===== config.mk =====
export PLATFORM = sky130hd
export DESIGN_NAME = window_dominant_color_classifier_flat
export DESIGN_NICKNAME = d
export VERILOG_FILES = /design/src/rtl/wdc_pkg.sv /design/src/rtl/wdc_pixel_if.sv /design/src/rtl/wdc_result_if.sv /design/src/rtl/wdc_window.sv /design/src/rtl/wdc_accum.sv /design/src/rtl/wdc_classify.sv /design/src/rtl/window_dominant_color_classifier.sv /design/src/flat_wrapper.sv
export SDC_FILE = /design/constraint.sdc
export NUM_CORES = 1
export LEC_CHECK = 0
export BUFFER_PORTS_ARGS = -buffer_cell sky130_fd_sc_hd__buf_4
export CAP_MARGIN = 15
export CORE_UTILIZATION = 45
export DETAILED_ROUTE_END_ITERATION = 8
export HOLD_SLACK_MARGIN = 0.1
export PLACE_DENSITY_LB_ADDON = 0.25
export SLEW_MARGIN = 25
export SYNTH_ARGS = -nofsm -noshare
export SYNTH_HDL_FRONTEND = slang
export SYNTH_SLANG_ARGS = --single-unit

===== constraint.sdc =====
create_clock -name clk -period 7.8 [get_ports clk]
set_input_delay 1.17 -clock clk [delete_from_list [all_inputs] [get_ports clk]]
set_output_delay 1.17 -clock clk [all_outputs]
set_load 0.02 [all_outputs]

===== src/rtl/wdc_pkg.sv =====
package wdc_pkg;

	localparam int CHAN_W      = 8;
	localparam int COORD_W     = 10;
	localparam int CFG_DATA_W  = 11;
	localparam int CFG_INDEX_W = 1;
	localparam int TOTAL_W     = 25;
	// wide enough for three times the largest supported frame dimension
	localparam int DIM_W       = 14;

	localparam logic [CFG_DATA_W-1:0] CFG_DIM_RESET = 11'd64;

	// reciprocal of three, exact for every DIM_W-bit operand
	localparam int RECIP_W     = 16;
	localparam int RECIP_SHIFT = 17;
	localparam logic [RECIP_W-1:0] RECIP_THREE = 16'hAAAB;
	localparam int PROD_W      = DIM_W + RECIP_W;

	typedef enum logic [CFG_INDEX_W-1:0] {
		CFG_FRAME_WIDTH  = 1'b0,
		CFG_FRAME_HEIGHT = 1'b1
	} cfg_index_t;

	typedef enum logic [1:0] {
		COLOR_RED   = 2'd0,
		COLOR_GREEN = 2'd1,
		COLOR_BLUE  = 2'd2,
		COLOR_NONE  = 2'd3
	} color_t;

	typedef struct packed {
		logic [DIM_W-1:0] col_lo;
		logic [DIM_W-1:0] col_hi;
		logic [DIM_W-1:0] row_lo;
		logic [DIM_W-1:0] row_hi;
	} window_t;

	typedef struct packed {
		logic [TOTAL_W-1:0] red;
		logic [TOTAL_W-1:0] green;
		logic [TOTAL_W-1:0] blue;
	} totals_t;

	function automatic logic [DIM_W-1:0] div3(input logic [DIM_W-1:0] x);
		logic [PROD_W-1:0] prod;
		prod = PROD_W'(x) * PROD_W'(RECIP_THREE);
		return DIM_W'(prod >> RECIP_SHIFT);
	endfunction

	function automatic logic [TOTAL_W-1:0] sat_add(input logic [TOTAL_W-1:0] acc,
			input logic [CHAN_W-1:0] v);
		logic [TOTAL_W:0] sum;
		sum = {1'b0, acc} + (TOTAL_W+1)'(v);
		return sum[TOTAL_W] ? {TOTAL_W{1'b1}} : sum[TOTAL_W-1:0];
	endfunction

endpackage


===== src/rtl/wdc_pixel_if.sv =====
interface wdc_pixel_if;
	import wdc_pkg::*;

	logic               valid;
	logic               ready;
	logic [CHAN_W-1:0]  pixel_red;
	logic [CHAN_W-1:0]  pixel_green;
	logic [CHAN_W-1:0]  pixel_blue;
	logic [COORD_W-1:0] pixel_column;
	logic [COORD_W-1:0] pixel_row;
	logic               frame_end;

	modport source (
		output valid, pixel_red, pixel_green, pixel_blue, pixel_column, pixel_row, frame_end,
		input  ready
	);

	modport sink (
		input  valid, pixel_red, pixel_green, pixel_blue, pixel_column, pixel_row, frame_end,
		output ready
	);

endinterface


===== src/rtl/wdc_result_if.sv =====
interface wdc_result_if;

	logic       valid;
	logic       ready;
	logic [1:0] blob_color;

	modport source (
		output valid, blob_color,
		input  ready
	);

	modport sink (
		input  valid, blob_color,
		output ready
	);

endinterface


===== src/rtl/wdc_window.sv =====
module wdc_window #(
	parameter int MAX_WIDTH  = 1024,
	parameter int MAX_HEIGHT = 1024
) (
	input  logic                              clk,
	input  logic                              arst_n,
	input  logic                              cfg_write_en,
	input  logic [wdc_pkg::CFG_INDEX_W-1:0]   cfg_index,
	input  logic [wdc_pkg::CFG_DATA_W-1:0]    cfg_data,
	input  logic [wdc_pkg::COORD_W-1:0]       pixel_column,
	input  logic [wdc_pkg::COORD_W-1:0]       pixel_row,
	output logic                              in_window
);
	import wdc_pkg::*;

	localparam logic [DIM_W-1:0] WIDTH_LIMIT  = DIM_W'(MAX_WIDTH);
	localparam logic [DIM_W-1:0] HEIGHT_LIMIT = DIM_W'(MAX_HEIGHT);

	logic [CFG_DATA_W-1:0] frame_width_q;
	logic [CFG_DATA_W-1:0] frame_height_q;
	window_t               bounds_q;
	logic [DIM_W-1:0]      col_ext;
	logic [DIM_W-1:0]      row_ext;

	function automatic window_t bounds_of(input logic [CFG_DATA_W-1:0] w_raw,
			input logic [CFG_DATA_W-1:0] h_raw);
		logic [DIM_W-1:0] w;
		logic [DIM_W-1:0] h;
		window_t b;
		w = DIM_W'(w_raw);
		h = DIM_W'(h_raw);
		if (w > WIDTH_LIMIT) w = WIDTH_LIMIT;
		if (h > HEIGHT_LIMIT) h = HEIGHT_LIMIT;
		b.col_lo = div3(w);
		b.col_hi = div3(w << 1);
		b.row_lo = h >> 1;
		b.row_hi = ((h << 1) + h) >> 2;
		return b;
	endfunction

	// bounds are computed from the written value, so they apply on the next cycle
	always_ff @(posedge clk or negedge arst_n) begin
		if (!arst_n) begin
			frame_width_q  <= CFG_DIM_RESET;
			frame_height_q <= CFG_DIM_RESET;
			bounds_q       <= bounds_of(CFG_DIM_RESET, CFG_DIM_RESET);
		end else if (cfg_write_en) begin
			unique case (cfg_index_t'(cfg_index))
				CFG_FRAME_WIDTH: begin
					frame_width_q <= cfg_data;
					bounds_q      <= bounds_of(cfg_data, frame_height_q);
				end
				CFG_FRAME_HEIGHT: begin
					frame_height_q <= cfg_data;
					bounds_q       <= bounds_of(frame_width_q, cfg_data);
				end
			endcase
		end
	end

	assign col_ext = DIM_W'(pixel_column);
	assign row_ext = DIM_W'(pixel_row);

	assign in_window = (col_ext >= bounds_q.col_lo) && (col_ext < bounds_q.col_hi) &&
		(row_ext >= bounds_q.row_lo) && (row_ext < bounds_q.row_hi);

	a_col_order: assert property (@(posedge clk) disable iff (!arst_n)
		bounds_q.col_lo <= bounds_q.col_hi)
		else $error("column window inverted");

	a_row_order: assert property (@(posedge clk) disable iff (!arst_n)
		bounds_q.row_lo <= bounds_q.row_hi)
		else $error("row window inverted");

	a_col_limit: assert property (@(posedge clk) disable iff (!arst_n)
		bounds_q.col_hi <= WIDTH_LIMIT && bounds_q.row_hi <= HEIGHT_LIMIT)
		else $error("window beyond clamped frame");

endmodule


===== src/rtl/wdc_accum.sv =====
module wdc_accum (
	input  logic              clk,
	input  logic              arst_n,
	wdc_pixel_if.sink         pixels,
	input  logic              in_window,
	output wdc_pkg::totals_t  totals,
	output logic              snap_valid,
	input  logic              snap_ready
);
	import wdc_pkg::*;

	logic              valid_s1;
	logic              last_s1;
	logic [CHAN_W-1:0] red_s1;
	logic [CHAN_W-1:0] green_s1;
	logic [CHAN_W-1:0] blue_s1;

	totals_t           totals_q;
	totals_t           totals_next;
	logic              valid_s2;
	totals_t           totals_s2;

	logic              s2_free;
	logic              s1_go;
	logic              accept;

	assign s2_free = !valid_s2 || snap_ready;
	// a frame end needs room in the snapshot stage, other pixels always drain
	assign s1_go   = valid_s1 && (!last_s1 || s2_free);
	assign pixels.ready = !valid_s1 || s1_go;
	assign accept  = pixels.valid && pixels.ready;

	assign totals_next.red   = sat_add(totals_q.red, red_s1);
	assign totals_next.green = sat_add(totals_q.green, green_s1);
	assign totals_next.blue  = sat_add(totals_q.blue, blue_s1);

	always_ff @(posedge clk or negedge arst_n) begin
		if (!arst_n) begin
			valid_s1 <= 1'b0;
			valid_s2 <= 1'b0;
			totals_q <= '0;
		end else begin
			if (pixels.ready) valid_s1 <= pixels.valid;
			if (s2_free) valid_s2 <= s1_go && last_s1;
			if (s1_go) begin
				totals_q <= last_s1 ? '0 : totals_next;
			end
		end
	end

	// pixels outside the window enter as zero
	always_ff @(posedge clk) begin
		if (accept) begin
			red_s1   <= in_window ? pixels.pixel_red   : '0;
			green_s1 <= in_window ? pixels.pixel_green : '0;
			blue_s1  <= in_window ? pixels.pixel_blue  : '0;
			last_s1  <= pixels.frame_end;
		end
		if (s1_go && last_s1 && s2_free) totals_s2 <= totals_next;
	end

	assign totals     = totals_s2;
	assign snap_valid = valid_s2;

	a_clear_on_end: assert property (@(posedge clk) disable iff (!arst_n)
		s1_go && last_s1 |=> totals_q == '0)
		else $error("sums not cleared after frame end");

	a_snap_hold: assert property (@(posedge clk) disable iff (!arst_n)
		valid_s2 && !snap_ready |=> valid_s2 && $stable(totals_s2))
		else $error("snapshot lost while stalled");

	a_stall_cause: assert property (@(posedge clk) disable iff (!arst_n)
		!pixels.ready |-> valid_s1 && last_s1 && valid_s2 && !snap_ready)
		else $error("input stalled without a blocked frame end");

endmodule


===== src/rtl/wdc_classify.sv =====
module wdc_classify (
	input  logic              clk,
	input  logic              arst_n,
	input  wdc_pkg::totals_t  totals,
	input  logic              snap_valid,
	output logic              snap_ready,
	wdc_result_if.source      result
);
	import wdc_pkg::*;

	logic   valid_q;
	color_t blob_color_q;

	function automatic logic dominates(input logic [TOTAL_W-1:0] a,
			input logic [TOTAL_W-1:0] b, input logic [TOTAL_W-1:0] c);
		logic [TOTAL_W+1:0] b3;
		logic [TOTAL_W+1:0] c3;
		b3 = ((TOTAL_W+2)'(b) << 1) + (TOTAL_W+2)'(b);
		c3 = ((TOTAL_W+2)'(c) << 1) + (TOTAL_W+2)'(c);
		return ((TOTAL_W+2)'(a) > b3) && ((TOTAL_W+2)'(a) > c3);
	endfunction

	function automatic color_t classify(input totals_t t);
		if (dominates(t.red, t.green, t.blue)) return COLOR_RED;
		else if (dominates(t.green, t.red, t.blue)) return COLOR_GREEN;
		else if (dominates(t.blue, t.red, t.green)) return COLOR_BLUE;
		else return COLOR_NONE;
	endfunction

	assign snap_ready = !valid_q || result.ready;

	always_ff @(posedge clk or negedge arst_n) begin
		if (!arst_n) begin
			valid_q <= 1'b0;
		end else if (snap_ready) begin
			valid_q <= snap_valid;
		end
	end

	always_ff @(posedge clk) begin
		if (snap_valid && snap_ready) blob_color_q <= classify(totals);
	end

	assign result.valid      = valid_q;
	assign result.blob_color = blob_color_q;

endmodule


===== src/rtl/window_dominant_color_classifier.sv =====
// Dominant color classifier over a fixed window of the frame. Pixels arrive
// one transaction per cycle with their column and row; those inside columns
// [W/3, 2W/3) and rows [H/2, 3H/4) are added into saturating 25-bit red,
// green and blue sums, with W and H the frame registers clamped to
// MAX_WIDTH and MAX_HEIGHT. The pixel flagged frame_end is summed too, and
// then one result transaction follows: red, green or blue when that sum is
// more than three times both others (tested in that order), none otherwise,
// and the sums restart from zero. The block takes one pixel every cycle
// unless the input is stalled; a result passes from the input register
// through the snapshot register into the result register, and the input
// stalls only when a held-off result has two more frame ends queued behind
// it. A register write applies to pixels accepted from the next cycle on.
module window_dominant_color_classifier #(
	parameter int MAX_WIDTH  = 1024,
	parameter int MAX_HEIGHT = 1024
) (
	input  logic                            clk,
	input  logic                            arst_n,
	input  logic                            cfg_write_en,
	input  logic [wdc_pkg::CFG_INDEX_W-1:0] cfg_index,
	input  logic [wdc_pkg::CFG_DATA_W-1:0]  cfg_data,
	wdc_pixel_if.sink                       pixels,
	wdc_result_if.source                    result
);
	import wdc_pkg::*;

	logic    in_window;
	totals_t totals;
	logic    snap_valid;
	logic    snap_ready;

	// frame registers and the window test on the incoming pixel
	wdc_window #(
		.MAX_WIDTH  (MAX_WIDTH),
		.MAX_HEIGHT (MAX_HEIGHT)
	) u_window (
		.clk          (clk),
		.arst_n       (arst_n),
		.cfg_write_en (cfg_write_en),
		.cfg_index    (cfg_index),
		.cfg_data     (cfg_data),
		.pixel_column (pixels.pixel_column),
		.pixel_row    (pixels.pixel_row),
		.in_window    (in_window)
	);

	// input register, channel sums and the end-of-frame snapshot
	wdc_accum u_accum (
		.clk        (clk),
		.arst_n     (arst_n),
		.pixels     (pixels),
		.in_window  (in_window),
		.totals     (totals),
		.snap_valid (snap_valid),
		.snap_ready (snap_ready)
	);

	// dominance compare into the result register
	wdc_classify u_classify (
		.clk        (clk),
		.arst_n     (arst_n),
		.totals     (totals),
		.snap_valid (snap_valid),
		.snap_ready (snap_ready),
		.result     (result)
	);

endmodule


===== src/flat_wrapper.sv =====
// flat-port wrapper written by rule: the top's interface ports become plain ports
module window_dominant_color_classifier_flat import wdc_pkg::*;
#(
	parameter int MAX_WIDTH  = 1024,
	parameter int MAX_HEIGHT = 1024
)
  (clk, arst_n, cfg_write_en, cfg_index, cfg_data, pixels_valid, pixels_pixel_red, pixels_pixel_green, pixels_pixel_blue, pixels_pixel_column, pixels_pixel_row, pixels_frame_end, pixels_ready, result_valid, result_blob_color, result_ready);
  wdc_pixel_if pixels_i ();
  wdc_result_if result_i ();
  input  logic clk;
  input  logic arst_n;
  input  logic cfg_write_en;
  input  logic [wdc_pkg::CFG_INDEX_W-1:0] cfg_index;
  input  logic [wdc_pkg::CFG_DATA_W-1:0] cfg_data;
  input wire logic [$bits(pixels_i.valid)-1:0] pixels_valid;
  input wire logic [$bits(pixels_i.pixel_red)-1:0] pixels_pixel_red;
  input wire logic [$bits(pixels_i.pixel_green)-1:0] pixels_pixel_green;
  input wire logic [$bits(pixels_i.pixel_blue)-1:0] pixels_pixel_blue;
  input wire logic [$bits(pixels_i.pixel_column)-1:0] pixels_pixel_column;
  input wire logic [$bits(pixels_i.pixel_row)-1:0] pixels_pixel_row;
  input wire logic [$bits(pixels_i.frame_end)-1:0] pixels_frame_end;
  output wire logic [$bits(pixels_i.ready)-1:0] pixels_ready;
  output wire logic [$bits(result_i.valid)-1:0] result_valid;
  output wire logic [$bits(result_i.blob_color)-1:0] result_blob_color;
  input wire logic [$bits(result_i.ready)-1:0] result_ready;
  assign pixels_i.valid = pixels_valid;
  assign pixels_i.pixel_red = pixels_pixel_red;
  assign pixels_i.pixel_green = pixels_pixel_green;
  assign pixels_i.pixel_blue = pixels_pixel_blue;
  assign pixels_i.pixel_column = pixels_pixel_column;
  assign pixels_i.pixel_row = pixels_pixel_row;
  assign pixels_i.frame_end = pixels_frame_end;
  assign pixels_ready = pixels_i.ready;
  assign result_valid = result_i.valid;
  assign result_blob_color = result_i.blob_color;
  assign result_i.ready = result_ready;
  window_dominant_color_classifier #(.MAX_WIDTH(MAX_WIDTH), .MAX_HEIGHT(MAX_HEIGHT)) u_core (.clk(clk), .arst_n(arst_n), .cfg_write_en(cfg_write_en), .cfg_index(cfg_index), .cfg_data(cfg_data), .pixels(pixels_i), .result(result_i));
endmodule

* Word-level counts from Yosys, hierarchy flattened
Index checks and enable logic that the tools add are counted.
Word-level totals: register bits after elaboration 258, latch bits 0, RAM bits 0, bits in read-only memories 0, output and inout port bits 4, logic and storage cells 87, memories kept 0
Operators by class: $add $sub $neg 8, multipliers 4, div/mod/pow operators 0, order comparisons 13, eq/ne operators 0, shift operators 0, multiplexer cells 18, bitwise logic cells 1, reductions and logical operators 22
Operator list (number):
- $gt A25 B27 Y1 | 6
- $mux W14 | 8
- $pmux W56 S2 | 1
- $add A26 B25 Y27 | 3
- $add A25 B8 Y26 | 3
- $mux W25 | 3
- $mux W75 | 1
- $mul A14 B16 Y30 const B | 2
- $mul A13 B16 Y29 const B | 2
- $gt A11 B11 Y1 const B | 3
- $mux W11 | 3
- $add A14 B14 Y14 | 2
- $ge A10 B14 Y1 | 2
- $lt A10 B14 Y1 | 2
- $logic_and A1 B1 Y1 | 11
- $logic_not A1 Y1 | 4
- $logic_or A1 B1 Y1 | 4
- $reduce_and A2 Y1 | 2
- $mux W1 | 2
- $reduce_or A2 Y1 | 1
- $not A1 Y1 | 1

* Depth between registers and ports, before layout
word-level depth 7, gate-level depth with buffers 26, depth with buffers taken out 25

* Modules after synthesis
Synthesis repeated with hierarchy kept, for this count alone.
Second synthesis, totals: cell total of the unflattened synthesis 3292, area, all modules 30432.9 um^2
Modules (own cells, without submodules):
- wdc_window | times used 1, cells an instance 1512, area each 13930.9 um^2
- wdc_accum | times used 1, cells an instance 844, area each 9265.1 um^2
- wdc_classify | times used 1, cells an instance 936, area each 7236.9 um^2

* Worst setup path after synthesis
OpenSTA, ideal clock, no wires.
path kind input port to flip-flop, from input cfg_data[10] (netlist bit), to register u_core.u_window.bounds_q[51] (netlist bit), setup time 0.145 ns, arrival 6.335 ns, data required time 7.655 ns, path slack 1.320 ns, stages on the path 20, path through clkbuf_1 nor2b_1 ha_1 fa_1 inv_1 fa_1 fa_1 fa_1 inv_1 fa_1 ha_1 nand2_1 or3_1 and4_1 o41a_1 o21ai_2 a41oi_1 nand2b_1 xnor2_1 o221ai_1
Between the ends: word-level cells in the longest chain between the ends 6
Ends and longest elaborated chain:
- start, declared | RTL line flat_wrapper.sv:14 | input logic [wdc_pkg::CFG_DATA_W-1:0] cfg_data;
- $gt A11 B11 Y1 | RTL line wdc_window.sv:32 | if (w > WIDTH_LIMIT) w = WIDTH_LIMIT;
- $mux W11 * | RTL line wdc_window.sv:32
- $mux W14 * | RTL line wdc_window.sv:48 | unique case (cfg_index_t'(cfg_index))
- $mux W14 * | RTL line wdc_window.sv:47 | end else if (cfg_write_en) begin
- $mul A14 B16 Y30 * | RTL line wdc_pkg.sv:46 | prod = PROD_W'(x) * PROD_W'(RECIP_THREE);
- $pmux W56 S2 * | RTL line wdc_window.sv:48
- end signal, assigned | RTL line wdc_window.sv:46 | bounds_q <= bounds_of(CFG_DIM_RESET, CFG_DIM_RESET);
- end signal, assigned | RTL line wdc_window.sv:51 | bounds_q <= bounds_of(cfg_data, frame_height_q);
- end signal, assigned | RTL line wdc_window.sv:55 | bounds_q <= bounds_of(frame_width_q, cfg_data);
- end, declared | RTL line wdc_window.sv:21 | window_t bounds_q;
Every way passes the cells marked *; elsewhere a longest branch is shown, timed or not. The select of a mux whose other input is x is not followed. A chain may end at the register's enable or synchronous reset.

* Worst setup path after layout
from register u_core.u_window.frame_width_q[10], to register u_core.u_window.bounds_q[52] (netlist bit)
Between the ends: word-level cells in the longest chain between the ends 6
Ends and longest elaborated chain:
- start, declared | RTL line wdc_window.sv:19 | logic [CFG_DATA_W-1:0] frame_width_q;
- start signal, assigned | RTL line wdc_window.sv:50 | frame_width_q <= cfg_data;
- $gt A11 B11 Y1 | RTL line wdc_window.sv:32
- $mux W11 * | RTL line wdc_window.sv:32
- $mux W14 * | RTL line wdc_window.sv:48
- $mux W14 * | RTL line wdc_window.sv:47
- $mul A14 B16 Y30 * | RTL line wdc_pkg.sv:46
- $pmux W56 S2 * | RTL line wdc_window.sv:48
Marks and branches as above.

==> flow_metrics.py <==
metrics = {
    "status": {
        "status": "complete, no violations",
    },
    "flow_run": {
        "drv_cap": 0,
    },
    "timing": {
        "skew_ns": 0.01020,
        "max_freq_ghz": 0.1522,
        "finalMaxSlewViolations": 0,
        "setup_tns_ns": 0,
        "finalCriticalPeriod_ns": 6.568,
        "final-setup-viol-count": 0,
        "rsz0062_at_grt": "false",
        "maxSlewHeadroom_pct": 29.26,
        "min_period_over_period_pct": 84.21,
        "hold_viol": 0,
        "worst_pin_slew_ns": 1.054,
    },
    "finish": {
        "n_antenna_cell": 0,
        "num-nets-final": 4036,
        "fin_area_um2": 32230,
        "syn_to_final_growth_pct": 8.330,
        "finish.utilization_pct": 49.64,
        "drive_gt1_share_pct": 6.872,
    },
    "cts": {
        "clock_sinks": 246,
        "cts_tree": "yes",
        "clk_latency_ns": 0.56,
        "cts_buffers": 29,
        "htreeDepth": 1,
        "post_cts_buffers": 0,
        "clock-root-buffer": "clkbuf_16",
        "cts_buffer_depth": 3,
        "clk_pin_slew_ns": 0.06,
        "hold_buffers": 0,
        "cts_resized": 0,
    },
    "die": {
        "start_util_pct": 45.83,
        "die_w_um": 259.1,
        "num_io_pins": 66,
        "die_h_um": 259.1,
        "rows": 93,
        "fp.coreArea_um2": 64930,
        "die_area_um2": 67150,
    },
    "min_path": {
        "hold_class": "reg -> reg",
        "min_from": "u_core.u_accum.snap_valid",
    },
    "synthesis": {
        "synthCells": 3206,
        "synthesis.area_um2": 29750,
        "synth.top_cells.by_area": "ha_1 24%, dfrtp_1 11%, edfxtp_1 10%, fa_1 10%, inv_1 5.2%",
        "ys_types": 96,
        "synth_top_area_cell": "ha_1",
        "yosysMostFrequentCell": "ha_1",
        "synth-seq-cells": 246,
        "avgSynthCellArea_um2": 9.281,
        "ys_seq_area_share_pct": 22.45,
        "async_reset_ff_share_pct": 58.54,
        "synth_edf_count": 102,
        "yosys_warnings": 0,
        "synth_flop_cell": "dfrtp_1",
        "post-synth-top-area-fraction_pct": 24.05,
        "netlist_top_cells_count": "572 x ha_1, 409 x inv_1, 208 x a21oi_1",
    },
    "critical_path": {
        "cp_slowest_cell": "fa_1",
        "crit_required_ns": 8.28,
        "start_kind": "flip-flop",
        "crit_fanout": 14,
        "worstSetupPathType": "reg -> reg",
        "endpoint_kind": "flip-flop",
        "critPathLaunch": "u_core.u_window.frame_width_q[10]",
        "slowest_delay_ns": 0.57,
        "r2r_slack_ns": 1.23,
        "worstReg2RegStart": "u_core.u_window.frame_width_q[10]",
        "arrival_ns": 7.05,
        "crit_chain": "buf_4 -> nor2_1 -> ha_1 -> xor2_1 -> ha_1 -> or2_2 -> fa_1 -> inv_1 -> fa_1 -> inv_1 -> fa_1 -> inv_1 -> fa_1 -> inv_1 -> ha_1 -> nand4_1 -> nor2_1 -> o22ai_1 -> o211a_1 -> o31ai_1 -> a31oi_1 -> o21ai_0 -> o21ai_0 -> a31oi_1",
    },
    "global_route": {
        "first_global_vias": 23290,
        "grt_max_degree": 101,
        "grt_usage_pct": 22.93,
        "antenna_found_initial": 3,
        "grt_pass1_wl_mm": 122.7,
        "overflow": 0,
    },
    "power_and_ir_drop": {
        "p_sw_mw": 3.982,
        "intPower_mw": 4.737,
        "ir_drop_mv": 0.1900,
        "leakage_nw": 15.69,
        "swShare_pct": 45.67,
        "finalPower_mw": 8.719,
        "seqPwrFrac_pct": 19.9,
        "comb_power_share_pct": 63.8,
        "cellPowerDensity_nw_per_um2": 270.5,
        "p_clk_share_pct": 16.3,
    },
    "detailed_routing": {
        "route.detailed.drc": 0,
        "drt-total-wl_mm": 76.14,
        "viasPerCell": 5.612,
        "wl_per_cell_um": 18.44,
        "vias": 23170,
        "first_iter_violations": 1325,
        "dr.pass1.iters": 7,
        "drtAntennaViolNets": 0,
    },
    "placement": {
        "dpl.hpwl_mm": 62.88,
        "gp_congestion": 0.9172,
        "portBuffers": 65,
        "place_area_um2": 31230,
    },
}
-- path summary, 6_finish.rpt --
| kind | endpoint | cells after the start |
|---|---|---|
| max | u_core.u_window.bounds_q[52] | 24 |
| min | u_core.u_classify.result.valid | 2 |
| max reg2reg | u_core.u_window.bounds_q[52] | 24 |
| min reg2reg | u_core.u_classify.result.valid | 2 |
| max in group asynchronous | u_core.u_window.bounds_q[29] | 2 |
| min in group asynchronous | u_core.u_accum.totals_q[34] | 1 |
-- per-stage QoR --
stage	setup slack, ns	hold WS (ns)	std cells
6_report	1.232	0.4583	4129
5_1_grt	0.7583	0.5056	4129
4_1_cts	1.142	0.4652	4129
3_5_place_dp	0.8318	0.4557	4076
3_3_place_gp	0.9324	0.4521	4075
2_1_floorplan	1.320	0.4312	3213
-- power groups by stage --
stage          logic [mW]  clock network (mW)  registers, mW
5_1_grt              6.40                1.51           1.75
3_5_place_dp         5.60                   0           1.75
2_1_floorplan        4.15                   0           1.67
4_1_cts              5.65                1.46           1.73
3_3_place_gp         5.52                   0           1.75
6_report             5.56                1.42           1.73
-- state kept, by name, summed over array words and instances, names as in the netlist, 8 cells and up --
| name | flops |
|---|---|
| u_core.u_accum.red_s1 | 8 |
| u_core.u_window.frame_width_q | 11 |
| u_core.u_window.frame_height_q | 11 |
| u_core.u_window.bounds_q | 44 |
| u_core.u_accum.green_s1 | 8 |
| u_core.u_accum.blue_s1 | 8 |
| u_core.u_accum.totals | 75 |
| u_core.u_accum.totals_q | 75 |
-- routing by layer --
metal,vias to the layer above,share of wire [%],GRT usage [%]
li1,11560,-,-
met1,11150,43,28.32
met2,357,51,42.12
met5,-,0.017,0
met4,2,3.2,7.435
met3,102,2.9,1.621
-- cell families after synthesis --
| group | after synthesis | share of synthesized area (%) |
|---|---|---|
| DFF | 246 | 22.45 |
| muxes | 27 | 1.001 |
| other | 2 | 0.02524 |
| adders and majority gates | 722 | 34.14 |
| buffers and inverters | 494 | 6.316 |
| AOI/OAI and AO/OA | 811 | 18.20 |
| xor gates and xnor gates | 174 | 5.122 |
| and+or+nand+nor | 730 | 12.74 |
-- layout make-up --
type | count | area [µm²]
Multi-Input combinational cell | 2473 | 21250
Inverter | 412 | 1546
Sequential cell | 246 | 6680
Clock buffer | 30 | 729.5
Tap cell | 855 | 1070
Fill cell | 6133 | 32700
Timing Repair Buffer | 90 | 689.4
Clock inverter | 23 | 272.8
-- cell usage in the layout, fill, tap and decap left out, types with 24 or more instances in the layout --
| cell | synthesis | routed |
|---|---|---|
| xor2_1 | 70 | 70 |
| nor2b_1 | 62 | 62 |
| and2_1 | 27 | 27 |
| nor3b_1 | 24 | 24 |
| nand2b_1 | 31 | 31 |
| nor3_1 | 42 | 42 |
| xnor2_1 | 104 | 104 |
| a21oi_1 | 208 | 208 |
| a211oi_1 | 39 | 39 |
| a21o_1 | 91 | 91 |
| a22o_1 | 38 | 38 |
| inv_1 | 409 | 409 |
| nand2_1 | 195 | 194 |
| o21a_1 | 37 | 37 |
| dfrtp_1 | 133 | 133 |
| nand3_1 | 60 | 60 |
| buf_4 | 2 | 88 |
| nand4_1 | 43 | 43 |
| a31oi_1 | 35 | 34 |
| fa_1 | 150 | 150 |
| clkbuf_16 | 0 | 29 |
| nor2_1 | 133 | 131 |
| o21ai_0 | 144 | 144 |
| ha_1 | 572 | 572 |
| edfxtp_1 | 102 | 102 |
-- critical path, delay by kind of cell, from the launching register on --
kind / cells / cell delay, ns
AND/OR/NAND/NOR: 4 / 0.98
buffers and inverters: 5 / 0.50
XOR/XNOR: 1 / 0.13
flip-flops: 1 / 0.50
adder cells (fa/ha/maj): 7 / 2.85
AO/OA/AOI/OAI: 7 / 1.53
No activity file was read; power rests on OpenSTA's default activity.
